`src/hw/rtl/dpf_pkg.sv`:
```
package dpf_pkg;

  typedef enum logic [1:0] {
    FMT_NONE    = 2'd0,
    FMT_LONG    = 2'd1,
    FMT_COMPACT = 2'd2
  } fmt_e;

  typedef enum logic [2:0] {
    KIND_TAG    = 3'd0,
    KIND_ACCEPT = 3'd1,
    KIND_STALE  = 3'd2,
    KIND_SHORT  = 3'd3,
    KIND_MAGIC  = 3'd4
  } kind_e;

  localparam logic [1:0] CFG_MAGIC_LONG    = 2'd0;
  localparam logic [1:0] CFG_MAGIC_COMPACT = 2'd1;
  localparam logic [1:0] CFG_RESET_GAP     = 2'd2;

  localparam logic [15:0] RESET_GAP_DEFAULT = 16'd1000;

  localparam logic [4:0] HDR_LONG    = 5'd18;
  localparam logic [4:0] HDR_COMPACT = 5'd12;
  localparam logic [3:0] REC_LONG    = 4'd9;
  localparam logic [3:0] REC_COMPACT = 4'd5;

  localparam logic [11:0] POS_MAX = 12'd4095;

  localparam logic [63:0] ONE_NS_BITS = 64'h3E11_2E0B_E826_D695;
  localparam logic [63:0] F64_INF     = 64'h7FF0_0000_0000_0000;
  localparam logic [15:0] WRAP_HALF   = 16'h8000;

  typedef struct packed {
    kind_e              result_kind;
    logic [7:0]         cam_num;
    logic [15:0]        frame_number;
    logic [7:0]         tag_id;
    logic signed [15:0] angle_tenth_deg;
    logic [15:0]        range_tenth_in;
    logic [31:0]        capture_ms;
    logic               has_capture_time;
    logic [15:0]        lat_tenths;
    logic [31:0]        stale_drops;
    logic               last_of_run;
  } result_t;

  typedef struct packed {
    logic        rd_en;
    logic [7:0]  cam;
    logic        wr_en;
    logic [15:0] frame;
    logic [31:0] now;
  } cam_req_t;

  typedef struct packed {
    logic        accept;
    logic [31:0] drops_cur;
    logic [31:0] drops_upd;
  } cam_rsp_t;

  // Double seconds to milliseconds, truncated and saturated to 32 bits.
  function automatic logic [31:0] f64_to_ms(logic [63:0] b);
    logic [10:0] ex;
    logic [51:0] fr;
    logic [62:0] pm;
    logic [62:0] p;
    logic [11:0] s;
    logic [62:0] q;
    logic [31:0] r;
    ex = b[62:52];
    fr = b[51:0];
    pm = 63'({1'b1, fr});
    p  = (pm << 10) - (pm << 4) - (pm << 3);
    s  = 12'd1075 - {1'b0, ex};
    q  = '0;
    if (b[63]) begin
      r = '0;
    end else if (ex == 11'h7FF) begin
      r = (fr != '0) ? 32'd0 : 32'hFFFF_FFFF;
    end else if (ex == 11'd0) begin
      r = '0;
    end else if (ex >= 11'd1075) begin
      r = 32'hFFFF_FFFF;
    end else if (s >= 12'd63) begin
      r = '0;
    end else begin
      q = p >> s[5:0];
      r = (q[62:32] != '0) ? 32'hFFFF_FFFF : q[31:0];
    end
    return r;
  endfunction

endpackage

```
`src/hw/rtl/dpf_res_fifo.sv`:
```
module dpf_res_fifo
  import dpf_pkg::*;
(
  input  logic       clk_i,
  input  logic       rst_ni,
  input  logic [1:0] push_n_i,
  input  result_t    res0_i,
  input  result_t    res1_i,
  output logic       room_o,
  output result_t    out_o,
  output logic       out_valid_o,
  input  logic       out_ready_i
);

  localparam int unsigned DEPTH = 4;

  result_t    mem_q [DEPTH];
  logic [1:0] wp_q;
  logic [1:0] rp_q;
  logic [2:0] cnt_q;
  logic [2:0] cnt_d;
  logic       pop;

  assign out_valid_o = (cnt_q != '0);
  assign out_o       = mem_q[rp_q];
  assign pop         = out_valid_o && out_ready_i;
  assign room_o      = (cnt_q <= 3'(DEPTH - 2));
  assign cnt_d       = cnt_q + {1'b0, push_n_i} - {2'b0, pop};

  always_ff @(posedge clk_i) begin
    if (push_n_i != 2'd0) begin
      mem_q[wp_q] <= res0_i;
    end
    if (push_n_i == 2'd2) begin
      mem_q[wp_q + 2'd1] <= res1_i;
    end
  end

  always_ff @(posedge clk_i or negedge rst_ni) begin
    if (!rst_ni) begin
      wp_q  <= '0;
      rp_q  <= '0;
      cnt_q <= '0;
    end else begin
      wp_q  <= wp_q + push_n_i;
      rp_q  <= rp_q + {1'b0, pop};
      cnt_q <= cnt_d;
    end
  end

  a_no_overflow: assert property (@(posedge clk_i) disable iff (!rst_ni)
    cnt_q <= 3'(DEPTH))
    else $error("result queue overflow");

  a_pair_room: assert property (@(posedge clk_i) disable iff (!rst_ni)
    (push_n_i == 2'd2) |-> (cnt_q <= 3'(DEPTH - 2)))
    else $error("two results pushed without room");

  a_push_shows: assert property (@(posedge clk_i) disable iff (!rst_ni)
    (cnt_q == '0 && push_n_i != 2'd0) |=> out_valid_o)
    else $error("pushed result not presented");

endmodule

```
`config.mk`:
```
export PLATFORM = sky130hd
export DESIGN_NAME = dpf_res_fifo
export DESIGN_NICKNAME = d
export VERILOG_FILES = /design/src/hw/rtl/dpf_pkg.sv /design/src/hw/rtl/dpf_res_fifo.sv
export SDC_FILE = /design/constraint.sdc
export NUM_CORES = 1
export LEC_CHECK = 0
export BUFFER_PORTS_ARGS = -buffer_cell sky130_fd_sc_hd__buf_2
export CORE_ASPECT_RATIO = 0.5
export CORE_UTILIZATION = 57
export CTS_BUF_LIST = sky130_fd_sc_hd__clkbuf_16
export DETAILED_ROUTE_END_ITERATION = 6
export PLACE_DENSITY = 0.8
export SYNTH_ARGS = -nofsm -noshare
export SYNTH_HDL_FRONTEND = slang
export SYNTH_SLANG_ARGS = --single-unit
export TNS_END_PERCENT = 50
```
`constraint.sdc`:
```
create_clock -name clk_i -period 13.11 [get_ports clk_i]
set_input_delay 0 -clock clk_i [delete_from_list [all_inputs] [get_ports clk_i]]
set_output_delay 0 -clock clk_i [all_outputs]
set_load 0.1 [all_outputs]
```
==> reports/summary.txt <==
FF-to-FF End -> mem_q[3][65]
initial core utilization -> 0.579
CTS Sinks -> 603
dpl ws -> 9.18 ns
mux contribution to synthesized area -> 0.348
Seq/Total Area, Yosys -> 0.619
Max Clock Skew -> 0.0122 ns
TNS Setup -> 0 ns
Final nets -> 2,670
FF+latch count, synth -> 603
Post-synth EDFFs -> 596
reg-to-reg startpoint -> wp_q[1]
layout cells sized above 1 -> 0.473
post-CTS sizing -> 0
final hold vios -> 0
Ports -> 454
final routed DRC violation total -> 0
Hold Path Class -> input pin to flop
CP Class -> flop to flop
global route total overflow -> 0
clock tree buffer depth -> 3
Initial DRC Count -> 1,384
Critical Path AT -> 4.82 ns
count of yosys warnings during synthesis -> 0
unrepaired setup endpoints after global routing -> no
first-pass detailed-route iteration total -> 5
Max Slew Vio Count -> 0
global route hottest layer -> met2
Synth Net Count -> 1,791
largest family of logic cells by synthesized area -> multiplexers
clock root cell -> clkbuf_16
H-tree depth -> 2
GRT Total Usage -> 0.290
CP startpoint -> wp_q[1]
Slew Limit Headroom -> 0.252
Startpoint Class -> flop
first-pass GRT wire length -> 115,000 um
Reg clk slew, reported paths -> 0.07 ns
# rows -> 58
final hold slack -> 0.282 ns
Synth Area in XOR/XNOR -> 0.00180
Worst Tran Pin Value -> 1.12 ns
Netlist cell types -> 29
CTS tree -> yes
area post-placement -> 0.0319 mm2
Die Y -> 162 um
Routed Antenna Nets -> 0
drt total wl -> 75,100 um
largest net degree at the start of global routing -> 151
crit-path max FO -> 59
DIE WIDTH -> 322 um
Worst setup EP type -> flop
Post-Syn Area per Cell -> 19.7 um2
Adder-Cell Fraction of Synth Area -> 0.00197
post-synthesis async set-or-reset flop share -> 0.0116
GR Util met3 -> 0.0410
Reg2Reg Depth -> 5
Setup violations, final -> 0
core box area -> 0.0504 mm2
Cell Area, Synth -> 0.0292 mm2
met1 Resource Use GR -> 0.344
PortBufs -> 453
worst setup path endpoint -> mem_q[3][65]
Fmax -> 223 MHz
Mapped Cells -> 1,484
status -> completed
post-synthesis compound-gate area fraction -> 0.00159
setup ws final -> 8.62 ns
Finished Cell Area -> 0.0381 mm2
TritonCTS buffer count -> 53
clock latency on the worst-skew pair -> 0.60 ns
post-DP HPWL -> 38,800 um
number of global-route vias before repair -> 20,500
initial antenna violation count -> 11
routed vias/inst -> 5.84
full die area -> 0.0522 mm2
Max-Cap Viols -> 0
via count -> 18,200
Post-Synth Simple-Gate Area -> 0.00304
Tmin final -> 4.49 ns
met2 usage -> 0.528
routability congestion estimate from global placement -> 0.805
Top FF cell, synth -> edfxtp_1
register-to-register setup slack -> 8.62 ns
drt wl/cell -> 24.1 um
critical path data required time -> 13.44 ns
Layout area overhead -> 30.4%
period utilisation layout -> 0.342
critical path: stages, from the launching register on:
cell and delay (ns):
dfrtp_1 0.64, and4bb_4 0.89, buf_4 0.75, buf_4 0.85, mux2_1 0.38, dlygate4sd3_1 0.56
stage by stage:
| step | util | std cells |
|---|---|---|
| finish | 0.755 | 3109 |
| global route | 0.755 | 3108 |
| CTS | 0.754 | 3097 |
| detailed placement | 0.632 | 2546 |
| global placement | 0.632 | 2546 |
| floorplan | - | 1484 |
cells in the mapped netlist (2+ instances only):
cell type  number  area share
dfrtp_1         7      0.0060
mux2_2        411        0.16
inv_1           5     0.00064
nor2_1          4     0.00051
buf_4           2     0.00051
mux4_2        149        0.11
mux2_4         19      0.0098
xnor2_1         5      0.0015
o21ai_0         2     0.00034
clkbuf_1       11      0.0014
buf_2          50      0.0086
buf_6          35       0.013
ha_1            3      0.0013
buf_1           4     0.00051
o21bai_1        2     0.00051
mux2_1        166       0.064
nand2b_1        2     0.00043
edfxtp_1      596        0.61
cells in the final DEF, fill, tap and decap left out, types with 5 or more instances in the layout:
cell type	n
buf_2	453
buf_4	18
clkbuf_16	55
clkinv_1	17
clkinv_2	13
dfrtp_1	5
diode_2	12
dlygate4sd3_1	452
edfxtp_1	596
inv_1	11
mux2_1	166
mux2_2	411
mux2_4	19
mux4_2	149
xnor2_1	5
cell families (layout without fill, tap and decap cells):
group	Yosys count	in the layout
xor gates and xnor gates	6	6
adders and majority gates	4	4
DFF	603	603
buffers and inverters	107	1030
and+or+nand+nor	11	11
muxes	746	746
AOI/OAI and AO/OA	7	7
other	0	12
cell type report:
type | instances | area (um2)
timing repair buffer | 926 | 6990
clock inverter | 44 | 260
tap | 690 | 863
clock buffer | 55 | 1380
sequential | 603 | 18100
inverter | 5 | 18.8
fill | 2881 | 12400
antenna | 12 | 30.0
multi-input combinational | 774 | 10500
registers in the layout, summed over array words and instances, names as in the netlist:
signal and count:
cnt_q 3, mem_q 596, rp_q 2, wp_q 2
routing by layer:
metal / vias up / share of wire
li1: 7923 / -
met1: 9380 / 0.37
met2: 649 / 0.54
met3: 215 / 0.044
met4: 0 / 0.046
met5: - / 0
how the worst min path moves through the flow:
stage | from | end | slack [ns] | cells past startpoint
5_1_grt | res0_i[92] | mem_q[3][92] | 0.28 | 3
2_1_floorplan | rst_ni | cnt_q[0] | -0.30 | 0
4_1_cts | res0_i[94] | mem_q[3][94] | 0.24 | 3
6_report | res1_i[92] | mem_q[3][92] | 0.28 | 3
3_3_place_gp | rst_ni | cnt_q[2] | -0.15 | 1
3_5_place_dp | rst_ni | cnt_q[2] | -0.15 | 1
repair_timing:
action | CTS | global route
endpoints found under the hold margin | 610 | 0
hold buffers | 452 | 0
buffers inserted | 0 | 0
Power is left out: the tool's default activity adds up to more than one toggle a clock period on the data nets, which glitch-free logic cannot reach.
