**src/hw/rtl/dpf_pkg.sv**
```systemverilog
package dpf_pkg;

  typedef enum logic [1:0] {
    FMT_NONE    = 2'd0,
    FMT_LONG    = 2'd1,
    FMT_COMPACT = 2'd2
  } fmt_e;

  typedef enum logic [2:0] {
    KIND_TAG    = 3'd0,
    KIND_ACCEPT = 3'd1,
    KIND_STALE  = 3'd2,
    KIND_SHORT  = 3'd3,
    KIND_MAGIC  = 3'd4
  } kind_e;

  localparam logic [1:0] CFG_MAGIC_LONG    = 2'd0;
  localparam logic [1:0] CFG_MAGIC_COMPACT = 2'd1;
  localparam logic [1:0] CFG_RESET_GAP     = 2'd2;

  localparam logic [15:0] RESET_GAP_DEFAULT = 16'd1000;

  localparam logic [4:0] HDR_LONG    = 5'd18;
  localparam logic [4:0] HDR_COMPACT = 5'd12;
  localparam logic [3:0] REC_LONG    = 4'd9;
  localparam logic [3:0] REC_COMPACT = 4'd5;

  localparam logic [11:0] POS_MAX = 12'd4095;

  localparam logic [63:0] ONE_NS_BITS = 64'h3E11_2E0B_E826_D695;
  localparam logic [63:0] F64_INF     = 64'h7FF0_0000_0000_0000;
  localparam logic [15:0] WRAP_HALF   = 16'h8000;

  typedef struct packed {
    kind_e              result_kind;
    logic [7:0]         cam_num;
    logic [15:0]        frame_number;
    logic [7:0]         tag_id;
    logic signed [15:0] angle_tenth_deg;
    logic [15:0]        range_tenth_in;
    logic [31:0]        capture_ms;
    logic               has_capture_time;
    logic [15:0]        lat_tenths;
    logic [31:0]        stale_drops;
    logic               last_of_run;
  } result_t;

  typedef struct packed {
    logic        rd_en;
    logic [7:0]  cam;
    logic        wr_en;
    logic [15:0] frame;
    logic [31:0] now;
  } cam_req_t;

  typedef struct packed {
    logic        accept;
    logic [31:0] drops_cur;
    logic [31:0] drops_upd;
  } cam_rsp_t;

  // Double seconds to milliseconds, truncated and saturated to 32 bits.
  function automatic logic [31:0] f64_to_ms(logic [63:0] b);
    logic [10:0] ex;
    logic [51:0] fr;
    logic [62:0] pm;
    logic [62:0] p;
    logic [11:0] s;
    logic [62:0] q;
    logic [31:0] r;
    ex = b[62:52];
    fr = b[51:0];
    pm = 63'({1'b1, fr});
    p  = (pm << 10) - (pm << 4) - (pm << 3);
    s  = 12'd1075 - {1'b0, ex};
    q  = '0;
    if (b[63]) begin
      r = '0;
    end else if (ex == 11'h7FF) begin
      r = (fr != '0) ? 32'd0 : 32'hFFFF_FFFF;
    end else if (ex == 11'd0) begin
      r = '0;
    end else if (ex >= 11'd1075) begin
      r = 32'hFFFF_FFFF;
    end else if (s >= 12'd63) begin
      r = '0;
    end else begin
      q = p >> s[5:0];
      r = (q[62:32] != '0) ? 32'hFFFF_FFFF : q[31:0];
    end
    return r;
  endfunction

endpackage

```
**src/hw/rtl/dpf_f32_fix.sv**
```systemverilog
module dpf_f32_fix
  import dpf_pkg::*;
#(
  parameter int unsigned K_MUL   = 10,
  parameter int unsigned POS_LIM = 32767,
  parameter int unsigned NEG_LIM = 32768
) (
  input  logic [31:0] f_i,
  output logic [15:0] fix_o
);

  logic        sign;
  logic [7:0]  ex;
  logic [22:0] fr;
  logic [7:0]  exn;
  logic [23:0] m;
  logic [39:0] p;
  logic [16:0] lim;
  logic [7:0]  sh;
  logic [55:0] shifted;
  logic [39:0] q;
  logic [40:0] qr;
  logic [39:0] rb_vec;
  logic [16:0] mag;

  assign sign = f_i[31];
  assign ex   = f_i[30:23];
  assign fr   = f_i[22:0];
  assign exn  = (ex == 8'd0) ? 8'd1 : ex;
  assign m    = (ex == 8'd0) ? {1'b0, fr} : {1'b1, fr};
  assign p    = 40'(m) * 40'(K_MUL);
  assign lim  = sign ? 17'(NEG_LIM) : 17'(POS_LIM);

  always_comb begin
    sh      = '0;
    shifted = '0;
    q       = '0;
    qr      = '0;
    rb_vec  = '0;
    if (ex == 8'hFF) begin
      mag = (fr != '0) ? 17'd0 : lim;
    end else if (p == '0) begin
      mag = '0;
    end else if (exn >= 8'd150) begin
      sh = exn - 8'd150;
      if (sh >= 8'd16) begin
        mag = lim;
      end else begin
        shifted = {16'd0, p} << sh[3:0];
        mag = (shifted > 56'(lim)) ? lim : shifted[16:0];
      end
    end else begin
      sh = 8'd150 - exn;
      if (sh >= 8'd41) begin
        mag = '0;
      end else begin
        q      = p >> sh[5:0];
        rb_vec = p >> (sh[5:0] - 6'd1);
        qr     = {1'b0, q} + 41'(rb_vec[0]);
        mag    = (qr > 41'(lim)) ? lim : qr[16:0];
      end
    end
  end

  assign fix_o = sign ? 16'(17'd0 - mag) : mag[15:0];

endmodule

```
**config.mk**
```make
export PLATFORM = sky130hd
export DESIGN_NAME = dpf_f32_fix
export DESIGN_NICKNAME = d
export VERILOG_FILES = /design/src/hw/rtl/dpf_pkg.sv /design/src/hw/rtl/dpf_f32_fix.sv
export SDC_FILE = /design/constraint.sdc
export NUM_CORES = 1
export LEC_CHECK = 0
export BUFFER_PORTS_ARGS = -buffer_cell sky130_fd_sc_hd__buf_2
export CORE_MARGIN = 4
export CORE_UTILIZATION = 40
export DETAILED_ROUTE_END_ITERATION = 10
export SETUP_SLACK_MARGIN = 0.2
export SYNTH_ARGS = -nofsm -noshare
export SYNTH_HDL_FRONTEND = slang
export SYNTH_SLANG_ARGS = --single-unit
```
**constraint.sdc**
```tcl
create_clock -name vclk -period 14.3
set_input_delay 1.43 -clock vclk [all_inputs]
set_output_delay 1.43 -clock vclk [all_outputs]
set_load 0.02 [all_outputs]
```
==> results of run 1 <==
-- per-stage QoR --
step           std cells  hold slack, ns  utilization [%]  setup slack, ns  power, mW
2_1_floorplan       1034           3.166                -            2.569     0.3834
3_3_place_gp        1253           3.440            43.08            1.592     0.5118
3_5_place_dp        1253           3.431            43.08            1.226     0.5120
4_1_cts             1253           3.443            43.08            1.195     0.5149
5_1_grt             1253           3.478            43.16           0.2519     0.5739
6_report            1253           3.450            43.16            1.185     0.5289
-- metal layers --
metal  up-vias  track usage [%]  wire (um)
met5         -                0          0
li1       4064                -          -
met1      3967            34.32      10950
met3        78           0.8966       1838
met2       419            41.24      11690
met4         0            7.673       1034
-- tightest hold or removal path, cell delays in order --
cell      delay, ns
buf_2          0.14
o31ai_1        0.09
a21o_1         0.11
a221oi_1       0.09
buf_2          0.16
-- worst min path at each step --
stage / from / endpoint / slack [ns] / depth (start not counted)
floorplan: f_i[31] / fix_o[0] / 3.17 / 3
global placement: f_i[30] / fix_o[3] / 3.44 / 5
detailed placement: f_i[30] / fix_o[3] / 3.43 / 5
CTS: f_i[30] / fix_o[3] / 3.44 / 5
global route: f_i[30] / fix_o[3] / 3.48 / 5
finish: f_i[30] / fix_o[3] / 3.45 / 5
-- power by group through the flow --
| stage | clock network, mW | logic, mW | registers, mW |
|---|---|---|---|
| 3_5_place_dp | 0 | 0.512 | 0 |
| 5_1_grt | 0 | 0.574 | 0 |
| 2_1_floorplan | 0 | 0.383 | 0 |
| 3_3_place_gp | 0 | 0.512 | 0 |
| 4_1_cts | 0 | 0.515 | 0 |
| 6_report | 0 | 0.529 | 0 |
-- layout make-up --
cell class                 count  area, um^2
fill                        1799        9459
multi-input combinational    947        6484
inverter                      27       101.3
timing repair buffer          59       322.8
tap                          220       275.3
-- layout by cell type, fill, tap and decap left out, types with 9 or more instances in the layout --
cell type	synthesis	final
nor4_1	19	19
inv_1	25	25
buf_2	18	48
nor2_1	93	93
buf_4	1	11
o21ai_0	55	55
o31ai_1	11	11
nand3_1	38	38
nand2_1	108	108
nor3_1	52	51
a211oi_1	22	22
nand4_1	23	23
a21o_1	18	18
and3_1	10	10
or3_1	13	13
ha_1	65	65
o2bb2ai_1	9	9
mux2i_1	9	9
o2111ai_1	10	10
a21oi_1	78	78
and2_1	14	14
a31oi_1	18	18
o211ai_1	23	23
o21a_1	20	20
or2_2	12	12
xnor2_1	22	20
xor2_1	16	16
-- logic make-up (layout without fill, tap and decap cells) --
family,Yosys count,after routing,synth area share [%]
compound gates,392,392,41.15
xor+xnor,38,38,4.867
fa+ha+maj,66,66,12.19
buf+inv,87,86,5.709
mux,17,17,3.294
simple gates,434,434,32.79
==> impl_metrics.tcl, run 1 <==
set metrics [dict create \
    n_clock_buffer 0 \
    p_comb_share_pct 100.0 \
    synth.distinct_cells 95 \
    worstHoldPathType "primary input to output port" \
    drt_iter0_markers 1161 \
    io_pins 48 \
    dr_total_vias 8528 \
    p_int_mw 0.1807 \
    drt_pre_antenna_iters 8 \
    setup_viol 0 \
    power_density_nw_per_um2 73.63 \
    worst_pin_slew_ns 0.9650 \
    numPortBuffers 48 \
    ys_seq_area_share_pct 0 \
    regArea_um2 0 \
    synth.most_common_cell "nand2_1" \
    report.final.slew_viol_count 0 \
    status "complete, no violations" \
    cp_top_family "simple AND/OR/NAND/NOR gates" \
    avgSynthCellArea_um2 6.613 \
    synth_commonest_cells "nand2_1, nor2_1, a21oi_1" \
    grt_usage_pct 24.61 \
    synthCells 1034 \
    grt_pass1_vias 7560 \
    path_buf_inv 3 \
    dieArea_um2 19250 \
    critPathCaptureType "output port" \
    place_area_um2 7169 \
    finalCriticalPeriod_ns 13.12 \
    synth.area.top_cells "ha_1, nand2_1, a21oi_1" \
    synth_top_cell_by_area "ha_1" \
    grt_start_max_net_pins 43 \
    crit_end "fix_o[10]" \
    vias_per_cell 6.806 \
    syn_area_um2 6838 \
    wirelength_mm 25.51 \
    n_sequential_cell 0 \
    die_h_um 138.7 \
    grt_overflow 0 \
    synth_top_cell_area_share_pct 11.89 \
    place_congestion 1.013 \
    fmax_mhz 76.25 \
    cp_max_fo 21 \
    maxCapViolCount 0 \
    syn_nets 1132 \
    grt_pass1_wl_mm 40.75 \
    path_class "primary input to output port" \
    ys_warn_count 0 \
    rsz0062_at_grt "false" \
    path_depth 42 \
    start_util_pct 41.09 \
    drc 0 \
    num_rows 47 \
    netSwitchingPower_mw 0.3482 \
    die_w_um 138.7 \
    worstPathArrival_ns 11.69 \
    switching_share_pct 65.83 \
    cp.required_ns 12.87 \
    timing_hold_violations_final 0 \
    synthToLayoutAreaGrowth_pct 5.050 \
    finalSetupTns_ns 0 \
    core_um2 16640 \
    post_drt_wl_per_cell_um 20.36 \
    slowest_stage "or3_1" \
    max_stage_delay_ns 0.57 \
    min_period_over_period_pct 91.71 \
    final_layout_size_suffix_gt1_share_pct 11.91 \
    pwr-share-seq_pct 0 \
    cts_setup_buffers 0 \
    cts_hold_buf 0 \
    final_cell_area_um2 7183 \
    hpwlAfterDp_mm 20.30 \
    relSlewSlack_pct 35.07 \
    ctsResizeCount 0 \
    layout.nets 1133 \
    antenna-diode-count 0 \
    antenna_found_initial 0 \
    vdd_drop_max_uv 34.59 \
    setup.worst_path.start "f_i[26]" \
    p_leak_nw 2.760 \
    clockPowerShare_pct 0 \
    crit_path_start_kind "primary input" \
    drtAntennaViolNets 0 \
]
Power figures use the tool's default switching activity.
==> inputs of run 2 (changes only) <==
--- a/config.mk
+++ b/config.mk
@@ -5,10 +5,11 @@
 export SDC_FILE = /design/constraint.sdc
 export NUM_CORES = 1
 export LEC_CHECK = 0
-export BUFFER_PORTS_ARGS = -buffer_cell sky130_fd_sc_hd__buf_2
 export CORE_MARGIN = 4
 export CORE_UTILIZATION = 40
 export DETAILED_ROUTE_END_ITERATION = 10
+export DONT_BUFFER_PORTS = 1
+export REMOVE_ABC_BUFFERS = 1
 export SETUP_SLACK_MARGIN = 0.2
 export SYNTH_ARGS = -nofsm -noshare
 export SYNTH_HDL_FRONTEND = slang
==> run 2 against run 1 <==
Global-route usage decreased by 0.13 points; non-clock buffer count decreased by 48; hold slack got worse by 0.42 ns; final area decreased by 3.5%; combinational power decreased by 4.2%; flip-flop and latch count unchanged; count of clock-buffer cells in the layout unchanged; core utilization decreased by 1.5 points; worst setup slack got worse by 0.0063 ns; via count decreased by 1.4%; die area unchanged; critical endpoint is now fix_o[14].
==> impl_metrics.tcl, run 2 (synthesis gave the netlist of run 1 again) <==
set metrics [dict create \
    cts_setup_buffers 0 \
    grt_usage_pct 24.48 \
    place_ws_ns 1.298 \
    rsz0062_at_grt "false" \
    grt_start_max_net_pins 44 \
    wirelength_mm 25.30 \
    regArea_um2 0 \
    finalSetupTns_ns 0 \
    cp_top_family "simple AND/OR/NAND/NOR gates" \
    dr_total_vias 8407 \
    layout.nets 1085 \
    cp.required_ns 12.87 \
    final_layout_size_suffix_gt1_share_pct 7.513 \
    fmax_mhz 76.21 \
    grt_overflow 0 \
    finalCriticalPeriod_ns 13.12 \
    grt_pass1_vias 7575 \
    p_leak_nw 2.564 \
    report.final.slew_viol_count 0 \
    setup_viol 0 \
    numPortBuffers 0 \
    place_area_um2 6929 \
    path_buf_inv 1 \
    slowest_stage "or3_1" \
    synthToLayoutAreaGrowth_pct 1.336 \
    core_um2 16640 \
    worstHoldPathType "primary input to output port" \
    drtAntennaViolNets 0 \
    place_congestion 1.039 \
    antenna-diode-count 0 \
    fin_ws_ns 1.178 \
    num_rows 47 \
    layout_common_cells "nand2_1, nor2_1, a21oi_1, ha_1, o21ai_0" \
    drc 0 \
    die_w_um 138.7 \
    max_stage_delay_ns 0.57 \
    critPathCaptureType "output port" \
    vdd_drop_max_uv 30.71 \
    fin_total_pwr_mw 0.5067 \
    post_drt_wl_per_cell_um 20.99 \
    dieArea_um2 19250 \
    final_cell_area_um2 6929 \
    ctsResizeCount 0 \
    maxCapViolCount 0 \
    grt_pass1_wl_mm 40.68 \
    instances_no_fill 1205 \
    worst_pin_slew_ns 1.156 \
    worstPathArrival_ns 11.69 \
    drt_pre_antenna_iters 6 \
    path_class "primary input to output port" \
    vias_per_cell 6.977 \
    power_density_nw_per_um2 73.12 \
    dp.cells 1205 \
    hpwlAfterDp_mm 20.03 \
    mostFrequentLayoutCell "nand2_1" \
    drt_iter0_markers 1263 \
    io_pins 48 \
    antenna_found_initial 0 \
    die_h_um 138.7 \
    n_sequential_cell 0 \
    start_util_pct 41.09 \
    crit_path_start_kind "primary input" \
    relSlewSlack_pct 22.75 \
    timing_hold_violations_final 0 \
    n_clock_buffer 0 \
    min_period_over_period_pct 91.76 \
    status "complete, no violations" \
    cts_hold_buf 0 \
    cp_max_fo 14 \
]
run 2: final timing paths:
path     from        end  slack [ns]  cells past startpoint
max   f_i[25]  fix_o[14]        1.18                     40
min   f_i[31]   fix_o[2]        3.03                      1
run 2: cell type report:
class,instances,area [um^2]
tap,220,275.3
fill,1788,9713
inverter,27,101.3
multi-input combinational,947,6470
timing repair buffer,11,82.58
run 2: report_power, final:
part	internal, mW	total, mW	switching (mW)	leakage [nW]
sequential	0	0	0	0
clock	0	0	0	0
combinational	0.170	0.507	0.337	2.56
run 2: metal layers:
metal | up-vias | track usage, % | part of all wire, %
li1 | 3964 | - | -
met1 | 3866 | 34.04 | 42
met2 | 495 | 40.31 | 45
met3 | 82 | 1.724 | 8.5
met4 | 0 | 8.033 | 4.5
met5 | - | 0 | 0
run 2: stage by stage:
step / hold slack, ns / utilization, %
after floorplan: 2.994 / -
after global placement: 3.008 / 41.64
after detailed placement: 3.013 / 41.64
after CTS: 3.014 / 41.64
after global routing: 3.018 / 41.64
final: 3.028 / 41.64
